--- src/design/amffp_pkg.sv ---
// ----------------------------------------------------------------------------
// amffp_pkg: shared definitions of the marker frame field parser
// Marker codes, result kinds, default sizes and character class helpers.
// ----------------------------------------------------------------------------
package amffp_pkg;

  localparam int unsigned DEF_BUFFER_LENGTH = 100;
  localparam int unsigned DEF_FIELD_DIGITS  = 8;

  localparam int unsigned FIELD_VALUE_W = 28;
  localparam int unsigned FIELD_KIND_W  = 2;

  // frame markers
  localparam logic [7:0] MARK_HEAD   = 8'h24;  // '$'
  localparam logic [7:0] MARK_FIRST  = 8'h26;  // '&'
  localparam logic [7:0] MARK_SECOND = 8'h5E;  // '^'
  localparam logic [7:0] MARK_STATUS = 8'h40;  // '@'
  localparam logic [7:0] CHAR_PLUS   = 8'h2B;
  localparam logic [7:0] CHAR_MINUS  = 8'h2D;
  localparam logic [7:0] CHAR_ZERO   = 8'h30;

  // result kinds
  localparam logic [FIELD_KIND_W-1:0] KIND_FIRST  = 2'd0;
  localparam logic [FIELD_KIND_W-1:0] KIND_SECOND = 2'd1;
  localparam logic [FIELD_KIND_W-1:0] KIND_STATUS = 2'd2;

  // space, tab, LF, VT, FF, CR
  function automatic logic is_blank(input logic [7:0] c);
    return (c inside {8'h20, [8'h09:8'h0D]});
  endfunction

  function automatic logic is_digit(input logic [7:0] c);
    return (c inside {[8'h30:8'h39]});
  endfunction

endpackage

--- src/design/ascii_marker_frame_field_parser.sv ---
// ----------------------------------------------------------------------------
// ascii_marker_frame_field_parser: marker framed field extraction
// Scans received frame bytes for '$', '&', '^' and '@' markers and emits
// the two decimal codes and the status byte that the markers enclose.
// ----------------------------------------------------------------------------
//
//  channel | direction | handshake               | payload
//  --------+-----------+-------------------------+------------------------------
//  in      | sink      | in_valid_i / in_stall_o  | data_byte_i, buffer_start_i
//  out     | source    | out_valid_o / out_stall_i| field_kind_o, field_value_o
//
//  A byte that completes no field leaves the parser idle; the next request
//  may follow in the following cycle.
//  A code request keeps the parser busy while it latches the enclosed
//  characters, passes each of them through the serial decimal converter
//  and hands the value to the output register.
//  A status request latches the status byte and hands it over.
//  in_stall_o is high while a field is converted or waits for the output
//  register; a full output register never stalls the request that makes a
//  field, but holds the finished field back and so stalls every request after it.
//  Reset clears the look-back window, the header flag, the byte position,
//  the converter state and the output valid flag.
//
module ascii_marker_frame_field_parser
  import amffp_pkg::*;
#(
  parameter int unsigned BUFFER_LENGTH = DEF_BUFFER_LENGTH,
  parameter int unsigned FIELD_DIGITS  = DEF_FIELD_DIGITS
) (
  input  logic                            clk_i,
  input  logic                            rst_ni,
  input  logic                            in_valid_i,
  output logic                            in_stall_o,
  input  logic [7:0]                      data_byte_i,
  input  logic                            buffer_start_i,
  output logic                            out_valid_o,
  input  logic                            out_stall_i,
  output logic [FIELD_KIND_W-1:0]         field_kind_o,
  output logic signed [FIELD_VALUE_W-1:0] field_value_o
);

  localparam int unsigned WIN_DEPTH = FIELD_DIGITS + 1;
  localparam int unsigned POS_W     = $clog2(BUFFER_LENGTH + 1);
  localparam int unsigned CNT_W     = $clog2(FIELD_DIGITS + 1);

  // sequencer states
  localparam logic [1:0] S_IDLE = 2'd0;
  localparam logic [1:0] S_CONV = 2'd1;
  localparam logic [1:0] S_DONE = 2'd2;

  // converter phases
  localparam logic [1:0] P_LEAD = 2'd0;  // skip blanks, take sign or first digit
  localparam logic [1:0] P_DIG  = 2'd1;  // accumulate digits
  localparam logic [1:0] P_STOP = 2'd2;  // ignore the rest

  logic [7:0]             win_q [WIN_DEPTH];
  logic [7:0]             win_d [WIN_DEPTH];
  logic                   hdr_q, hdr_d;
  logic [POS_W-1:0]       pos_q, pos_d;

  logic [1:0]             state_q, state_d;
  logic [1:0]             phase_q, phase_d;
  logic [CNT_W-1:0]       cnt_q, cnt_d;
  logic [7:0]             chr_q [FIELD_DIGITS];
  logic [7:0]             chr_d [FIELD_DIGITS];
  logic [FIELD_VALUE_W-1:0] acc_q, acc_d;
  logic                   neg_q, neg_d;
  logic [FIELD_KIND_W-1:0]  kind_q, kind_d;

  logic                   out_valid_q, out_valid_d;
  logic [FIELD_KIND_W-1:0]  out_kind_q, out_kind_d;
  logic [FIELD_VALUE_W-1:0] out_value_q, out_value_d;

  logic                   in_fire;
  logic                   out_free;

  // effective state seen by this request: a new buffer starts from reset
  logic [7:0]             ewin [WIN_DEPTH];
  logic                   ehdr;
  logic [POS_W-1:0]       epos;
  logic                   in_range, scan, hdr_n;
  logic                   hit_first, hit_second, hit_status;

  logic [7:0]             cur;
  logic [FIELD_VALUE_W-1:0] digit;
  logic [FIELD_VALUE_W-1:0] acc_x10;

  assign in_stall_o = (state_q != S_IDLE);
  assign in_fire    = in_valid_i && !in_stall_o;
  assign out_free   = !out_valid_q || !out_stall_i;

  always_comb begin
    for (int k = 0; k < WIN_DEPTH; k++) begin
      ewin[k] = buffer_start_i ? 8'h00 : win_q[k];
    end
    ehdr     = buffer_start_i ? 1'b0 : hdr_q;
    epos     = buffer_start_i ? '0 : pos_q;
    in_range = (epos < POS_W'(BUFFER_LENGTH));
    scan     = (epos <= POS_W'(BUFFER_LENGTH - 2));
    hdr_n    = ehdr || (scan && (data_byte_i == MARK_HEAD));

    hit_first  = scan && hdr_n && (data_byte_i == MARK_FIRST)
                 && (ewin[WIN_DEPTH-1] == MARK_HEAD);
    hit_second = scan && hdr_n && !hit_first && (data_byte_i == MARK_SECOND)
                 && (ewin[WIN_DEPTH-1] == MARK_FIRST);
    hit_status = scan && hdr_n && !hit_first && !hit_second
                 && (data_byte_i == MARK_STATUS) && (ewin[1] == MARK_SECOND);
  end

  // serial converter datapath: one character per cycle, oldest first
  assign cur     = chr_q[FIELD_DIGITS-1];
  assign digit   = FIELD_VALUE_W'(cur - CHAR_ZERO);
  assign acc_x10 = (acc_q << 3) + (acc_q << 1);

  always_comb begin
    win_d   = win_q;
    hdr_d   = hdr_q;
    pos_d   = pos_q;
    state_d = state_q;
    phase_d = phase_q;
    cnt_d   = cnt_q;
    chr_d   = chr_q;
    acc_d   = acc_q;
    neg_d   = neg_q;
    kind_d  = kind_q;

    out_valid_d = out_valid_q && out_stall_i;
    out_kind_d  = out_kind_q;
    out_value_d = out_value_q;

    case (state_q)
      S_IDLE: begin
        if (in_fire) begin
          if (buffer_start_i) begin
            win_d = ewin;
            hdr_d = 1'b0;
            pos_d = '0;
          end
          if (in_range) begin
            hdr_d    = hdr_n;
            win_d[0] = data_byte_i;
            for (int k = 1; k < WIN_DEPTH; k++) begin
              win_d[k] = ewin[k-1];
            end
            pos_d = epos + POS_W'(1);

            // latch the enclosed characters for the converter
            if (hit_first || hit_second) begin
              for (int k = 0; k < FIELD_DIGITS; k++) begin
                chr_d[k] = ewin[k];
              end
              kind_d  = hit_first ? KIND_FIRST : KIND_SECOND;
              acc_d   = '0;
              neg_d   = 1'b0;
              phase_d = P_LEAD;
              cnt_d   = CNT_W'(FIELD_DIGITS);
              state_d = S_CONV;
            end else if (hit_status) begin
              kind_d  = KIND_STATUS;
              acc_d   = FIELD_VALUE_W'(ewin[0]);
              neg_d   = 1'b0;
              state_d = S_DONE;
            end
          end
        end
      end

      S_CONV: begin
        case (phase_q)
          P_LEAD: begin
            if (is_blank(cur)) begin
              phase_d = P_LEAD;
            end else if (cur == CHAR_PLUS || cur == CHAR_MINUS) begin
              neg_d   = (cur == CHAR_MINUS);
              phase_d = P_DIG;
            end else if (is_digit(cur)) begin
              acc_d   = digit;
              phase_d = P_DIG;
            end else begin
              phase_d = P_STOP;
            end
          end
          P_DIG: begin
            if (is_digit(cur)) begin
              acc_d = acc_x10 + digit;
            end else begin
              phase_d = P_STOP;
            end
          end
          default: begin
            phase_d = P_STOP;
          end
        endcase
        // advance to the next character
        for (int k = FIELD_DIGITS - 1; k > 0; k--) begin
          chr_d[k] = chr_q[k-1];
        end
        chr_d[0] = 8'h00;
        cnt_d    = cnt_q - CNT_W'(1);
        if (cnt_q == CNT_W'(1)) begin
          state_d = S_DONE;
        end
      end

      S_DONE: begin
        // hold until the output register is free
        if (out_free) begin
          out_valid_d = 1'b1;
          out_kind_d  = kind_q;
          out_value_d = neg_q ? (FIELD_VALUE_W'(0) - acc_q) : acc_q;
          state_d     = S_IDLE;
        end
      end

      default: begin
        state_d = S_IDLE;
      end
    endcase
  end

  always_ff @(posedge clk_i or negedge rst_ni) begin
    if (!rst_ni) begin
      for (int k = 0; k < WIN_DEPTH; k++) begin
        win_q[k] <= 8'h00;
      end
      hdr_q       <= 1'b0;
      pos_q       <= '0;
      state_q     <= S_IDLE;
      phase_q     <= P_LEAD;
      cnt_q       <= '0;
      out_valid_q <= 1'b0;
    end else begin
      win_q       <= win_d;
      hdr_q       <= hdr_d;
      pos_q       <= pos_d;
      state_q     <= state_d;
      phase_q     <= phase_d;
      cnt_q       <= cnt_d;
      out_valid_q <= out_valid_d;
    end
  end

  // payload registers
  always_ff @(posedge clk_i) begin
    chr_q       <= chr_d;
    acc_q       <= acc_d;
    neg_q       <= neg_d;
    kind_q      <= kind_d;
    out_kind_q  <= out_kind_d;
    out_value_q <= out_value_d;
  end

  assign out_valid_o   = out_valid_q;
  assign field_kind_o  = out_kind_q;
  assign field_value_o = $signed(out_value_q);

endmodule

--- config.mk ---
export PLATFORM = sky130hd
export DESIGN_NAME = ascii_marker_frame_field_parser
export DESIGN_NICKNAME = d
export VERILOG_FILES = /design/src/design/amffp_pkg.sv /design/src/design/ascii_marker_frame_field_parser.sv
export SDC_FILE = /design/constraint.sdc
export NUM_CORES = 1
export LEC_CHECK = 0
export ABC_AREA = 1
export CORE_MARGIN = 2
export CORE_UTILIZATION = 50
export DETAILED_ROUTE_END_ITERATION = 10
export DONT_BUFFER_PORTS = 1
export PLACE_DENSITY = 0.68
export SYNTH_ARGS = -nofsm -noshare
export SYNTH_HDL_FRONTEND = slang
export SYNTH_SLANG_ARGS = --single-unit
--- constraint.sdc ---
create_clock -name clk_i -period 6.48 [get_ports clk_i]
set_clock_uncertainty 0.1 [all_clocks]
set_input_delay 0.972 -clock clk_i [delete_from_list [all_inputs] [get_ports clk_i]]
set_output_delay 0.972 -clock clk_i [all_outputs]
set_load 0.02 [all_outputs]
# Word level (Yosys, flattened, before mapping)
# Index checks and enable logic that the tools add are counted.
[word_totals]
ff_bits = 214
input_bits = 13
output_inout_bits = 32
[op_classes]
n_mux = 62
magnitude_cmp = 6
n_eq_ne = 29
n_reduce_logical = 39
addsub = 6
[ops]
columns = ["cell", "n"]
rows = [
  ["2-to-1 mux 28 bit", 9],
  ["2-to-1 mux 64 bit", 3],
  ["2-to-1 mux 72 bit", 2],
  ["case mux 64 bit (2 select lines)", 1],
  ["case mux 28 bit (2 select lines)", 2],
  ["2-to-1 mux 8 bit", 9],
  ["adder 28 bit", 2],
  ["== test 8 x 6 -> 1 bit, second input constant", 7],
  ["2-to-1 mux 2 bit", 14],
  ["subtractor 1 x 28 -> 28 bit, first input constant", 1],
  ["== test 8 x 7 -> 1 bit, second input constant", 3],
  ["inequality test 3 bit, second input constant", 6],
  ["logical AND 1 bit", 14],
  ["2-to-1 mux 7 bit", 2],
  ["inequality test 2 bit, second input constant", 7],
  ["2-to-1 mux 1 bit", 12],
  ["2-to-1 mux 4 bit", 3],
  ["AND reduction 5 bit", 2],
  ["nonzero test 2 bit", 5],
  ["AND reduction 9 bit", 1],
  ["subtractor 8 x 6 -> 9 bit, second input constant", 1],
  ["greater-or-equal comparator 8 x 4 -> 1 bit, second input constant", 1],
  ["greater-or-equal comparator 8 x 6 -> 1 bit, second input constant", 1],
  ["less-or-equal comparator 8 x 4 -> 1 bit, second input constant", 1],
  ["21 further kinds", 33],
]

# Depth between registers and ports, before layout
[depth]
depth_word = 20
ltp_mapped = 18
ltp_nobuf = 18

# Worst setup path before layout
# Ideal clock, no wire load.
[synth_path]
kind = "input -> register"
start = "input port buffer_start_i"
end = "register acc_q[0], enable pin"
stages = 10
setup_slack_ns = 3.025
required_time_ns = 5.967
t_arrival_ns = 2.942
path_buffers = 1
path_cell_list = "inv_2 buf_6 nand3_1 nor2_1 nand3_1 nand3_1 nand2_1 nand2_1 nand2_1 nor2_1"
[synth_via]
elab_chain_cells = 17
[synth_lines]
columns = ["item", "line_no", "source"]
rows = [
  ["start: declaration", "ascii_marker_frame_field_parser.sv:35", "input logic buffer_start_i,"],
  ["2-to-1 mux 7 bit", "-", ""],
  ["less-or-equal comparator 7 bit", "ascii_marker_frame_field_parser.sv:99", "scan = (epos <= POS_W'(BUFFER_LENGTH - 2));"],
  ["logical AND 1 bit", "ascii_marker_frame_field_parser.sv:100", "hdr_n = ehdr || (scan && (data_byte_i == MARK_HEAD));"],
  ["logical OR 1 bit", "ascii_marker_frame_field_parser.sv:100", ""],
  ["logical AND 1 bit", "ascii_marker_frame_field_parser.sv:102, ascii_marker_frame_field_parser.sv:104, ascii_marker_frame_field_parser.sv:106", ""],
  ["logical AND 1 bit", "ascii_marker_frame_field_parser.sv:102", "hit_first = scan && hdr_n && (data_byte_i == MARK_FIRST)"],
  ["logical AND 1 bit", "ascii_marker_frame_field_parser.sv:103", "&& (ewin[WIN_DEPTH-1] == MARK_HEAD);"],
  ["zero test 1 bit", "ascii_marker_frame_field_parser.sv:104, ascii_marker_frame_field_parser.sv:106", ""],
  ["logical AND 1 bit", "ascii_marker_frame_field_parser.sv:104, ascii_marker_frame_field_parser.sv:106", ""],
  ["logical AND 1 bit", "ascii_marker_frame_field_parser.sv:104", "hit_second = scan && hdr_n && !hit_first && (data_byte_i == MARK_SECOND)"],
  ["logical AND 1 bit", "ascii_marker_frame_field_parser.sv:105", "&& (ewin[WIN_DEPTH-1] == MARK_FIRST);"],
  ["zero test 1 bit", "ascii_marker_frame_field_parser.sv:106", "hit_status = scan && hdr_n && !hit_first && !hit_second"],
  ["logical AND 1 bit", "ascii_marker_frame_field_parser.sv:106", ""],
  ["logical AND 1 bit (2 in series)", "ascii_marker_frame_field_parser.sv:107", "&& (data_byte_i == MARK_STATUS) && (ewin[1] == MARK_SECOND);"],
  ["inequality test 3 bit (no source line)", "-", ""],
  ["AND reduction 9 bit (no source line) *", "-", ""],
  ["end signal: assignment", "ascii_marker_frame_field_parser.sv:246", "acc_q <= acc_d;"],
  ["end: declaration", "ascii_marker_frame_field_parser.sv:66", "logic [FIELD_VALUE_W-1:0] acc_q, acc_d;"],
]
# Mark *: on every way between the ends. The rest lies on a longest branch, timed or not.
# A chain may end at the register's enable or synchronous reset.

# Worst setup path after layout
[layout_path]
start = "register chr_q (netlist bit cur[6])"
end = "register acc_q[15], data pin"
[layout_via]
elab_chain_cells = 6
[layout_lines]
columns = ["item", "line_no", "source"]
rows = [
  ["start: declaration", "ascii_marker_frame_field_parser.sv:64", "logic [7:0] chr_q [FIELD_DIGITS];"],
  ["start signal: assignment", "ascii_marker_frame_field_parser.sv:245", "chr_q <= chr_d;"],
  ["subtractor 8 x 6 -> 9 bit *", "ascii_marker_frame_field_parser.sv:112", "assign digit = FIELD_VALUE_W'(cur - CHAR_ZERO);"],
  ["branches (longest 3 deep; another with adder 28 bit)", "-", ""],
  ["case mux 28 bit (2 select lines) *", "ascii_marker_frame_field_parser.sv:169", "case (phase_q)"],
  ["case mux 28 bit (2 select lines) *", "ascii_marker_frame_field_parser.sv:131", "case (state_q)"],
]
# Every way passes the cells marked *. The select of a mux whose other input is x is not followed.

==> results.json <==
{
  "status": "finished, final reports clean",
  "clk_pin_slew_worst_paths_ns": 0.06,
  "r2r_slack_ns": 2.31,
  "antenna_cells": 0,
  "muxShareOfSynthArea_pct": 0,
  "worstReg2RegStart": "cur[6]",
  "synthCells": 1482,
  "detail_route.vias_per_cell": 5.23,
  "maxCapViolCount": 0,
  "root_buffer": "clkbuf_16",
  "nets": 1546,
  "die_x_um": 160,
  "synth_area_um2": 12200,
  "synth_xor_area_share_pct": 2.51,
  "core.rowCount": 57,
  "port-buffer-count": 0,
  "ys_ff_latch": 214,
  "overflow": 0,
  "leakage_nw": 6.03,
  "multi_input_area_um2": 5310,
  "fin_crit_ns": 4.17,
  "clockBufferDepth": 3,
  "cts_tree": "yes",
  "fill_cells": 2239,
  "drv_slew": 0,
  "routabilityCongestion": 0.915,
  "cts_sinks": 214,
  "grt_max_degree": 91,
  "grt_usage_pct": 22.5,
  "ff2ff_path_depth": 13,
  "grt_pass1_vias": 9290,
  "wl_mm": 28.3,
  "power.density_nw_per_um2": 238,
  "path_max_fanout": 20,
  "dieArea_um2": 25700,
  "max_slew_margin_pct": 32.2,
  "ios": 45,
  "core_um2": 24100,
  "synth-edff-count": 125,
  "r2r_end": "acc_q[15]",
  "endpoint_kind": "flip-flop",
  "drc": 0,
  "synth_cell_type_count": 43,
  "rsz0062_at_grt": "false",
  "synth_fa_ha_area_share_pct": 7.59,
  "drt_iter0_drc": 727,
  "first_pass_iters": 5,
  "setup_viol": 0,
  "synth_top_family_by_area": "simple AND/OR/NAND/NOR gates",
  "syn2layout_area_growth_pct": 9.01,
  "ant_nets": 0,
  "critPathKind": "flip-flop to flip-flop",
  "startpoint_type": "flip-flop",
  "hpwl_mm": 19.7,
  "die_height_um": 160,
  "async_flop_share_pct": 41.6,
  "final_util_pct": 55.1,
  "synth_fp_nets": 1554,
  "syn_area_per_cell_um2": 8.23,
  "ys_seq_area_share_pct": 49.0,
  "tightestPinTransition_ns": 1.02,
  "peakVddDrop_mv": 0.215,
  "wire_per_inst_um": 15.6,
  "synth_compound_area_share_pct": 7.65,
  "hold_violations": 0,
  "htreeDepth": 1,
  "synth-simple-area-share_pct": 25.7,
  "antenna_found_initial": 0,
  "finalSetupTns_ns": 0,
  "grt_pass1_wl_mm": 46.8,
  "cts_inserted_buffers": 25,
  "worstSkewPairLatency_ns": 0.55,
  "fmax_mhz": 240,
  "ys.flop_type": "edfxtp_1",
  "dr_total_vias": 9510,
  "timing.final.crit_share_pct": 64.3,
  "drive_above_1_share_pct": 4.76,
  "seq_area_um2": 5980,
  "hold_path_class": "primary input to async pin",
  "yosysWarnings": 0,
  "initial_core_util_pct": 50.6,
  "worstPathRequired_ns": 6.62,
  "cp.arrival_ns": 4.31
}
-- repair_timing --
action | in CTS | in global routing
endpoints found under the hold margin | 7 | 0
buffers inserted | 0 | 0
hold buffers | 2 | 0
resized for setup | 0 | 0
-- kinds of logic (layout without fill, tap and decap cells) --
| kind of cell | count (synthesis) | in the layout |
|---|---|---|
| compound gates | 173 | 173 |
| xor+xnor | 35 | 35 |
| fa+ha+maj | 59 | 59 |
| buf+inv | 232 | 243 |
| flops | 214 | 214 |
| simple gates | 769 | 769 |
-- flip-flops by register name (all words and copies together) (netlist names) --
name and flops:
phase_q 2, field_kind_o 2, field_value_o 28, pos_q 7, kind_q 2, win_q 72
chr_q 56, state_q 2, out_valid_o 1, neg_q 1, acc_q 28, hdr_q 1
cnt_q 4, cur 8
-- cell type report --
type	count	area share (%)
clock inverters	7	0.800
multi-input cells	1036	39.9
inverters	189	5.34
flip-flops and latches	214	45.0
repair buffers	8	0.489
clock buffers	39	5.40
well taps	324	3.05
-- how the worst max path moves through the flow --
| stage | from | end | depth (start not counted) |
|---|---|---|---|
| 2_1_floorplan | buffer_start_i | acc_q[0] | 10 |
| 3_3_place_gp | cur[6] | acc_q[15] | 14 |
| 3_5_place_dp | cur[6] | acc_q[27] | 14 |
| 4_1_cts | cur[6] | acc_q[15] | 13 |
| 5_1_grt | cur[6] | acc_q[15] | 13 |
| 6_report | cur[6] | acc_q[15] | 13 |
-- metrics by stage --
stage / worst slack, ns / hold slack [ns] / instances / power [W] / cell area (µm²)
floorplan: 3.03 / 0.300 / 1482 / 0.00173 / 12200
global placement: 2.47 / 0.340 / 1769 / 0.00177 / 12400
detailed placement: 2.42 / 0.336 / 1769 / 0.00178 / 12400
CTS: 2.39 / 0.000392 / 1817 / 0.00319 / 13300
global route: 1.98 / 0.00508 / 1817 / 0.00328 / 13300
finish: 2.31 / 0.0215 / 1817 / 0.00316 / 13300
-- synth_stat cells, drive strengths merged, types with 2 or more instances --
library cell,number,area (µm²)
nand3b,4,30.0
o22ai,2,12.5
o211ai,4,30.0
o21ai,119,614
o221ai,3,26.3
nand3,74,370
dfrtp,89,2230
inv,189,709
a31oi,2,12.5
buf,16,100
nand2,492,1850
fa,25,500
a21oi,38,194
ha,34,425
nor3,9,45.0
clkbuf,27,101
xor2,26,228
xnor2,9,78.8
or2,6,37.5
nand4,21,131
edfxtp,125,3750
nor2,160,652
-- metal layers --
layer | share of wire [%] | track usage, %
met4 | 2.8 | 6.10
met3 | 6.2 | 4.23
met1 | 45 | 30.7
met2 | 46 | 37.3
met5 | 0 | 0
-- critical path, cell delays in order, from the launching register on --
cell and delay (ns):
edfxtp_1 0.44, nor2_1 0.32, nand2_1 0.16, inv_1 0.76, fa_1 0.57, ha_1 0.37
a21oi_1 0.29, nor2_1 0.10, nor2_1 0.12, nand3_1 0.22, nand2_1 0.20, nand3b_1 0.09
nand3_1 0.08, nand2_1 0.05
-- cells in the final DEF (no fill, tap or decap), drive strengths merged, types with 2 or more instances in the layout --
cell,Yosys,layout
nand3,74,74
o211ai,4,4
o21ai,119,119
ha,34,34
fa,25,25
o22ai,2,2
dfrtp,89,89
a21oi,38,38
nand2,492,492
bufinv,0,2
nand4,21,21
nor3,9,9
nor2,160,160
dlygate4sd3,0,2
inv,189,191
a31oi,2,2
edfxtp,125,125
or2,6,6
xnor2,9,9
buf,16,6
nand3b,4,4
clkinv,0,2
o221ai,3,3
clkbuf,27,39
xor2,26,26
-- report_power, final --
part           switching [W]  internal (W)
combinational       0.000157     0.0000756
sequential         0.0000287       0.00149
clock               0.000559      0.000845
(Power assumes the default switching activity.)
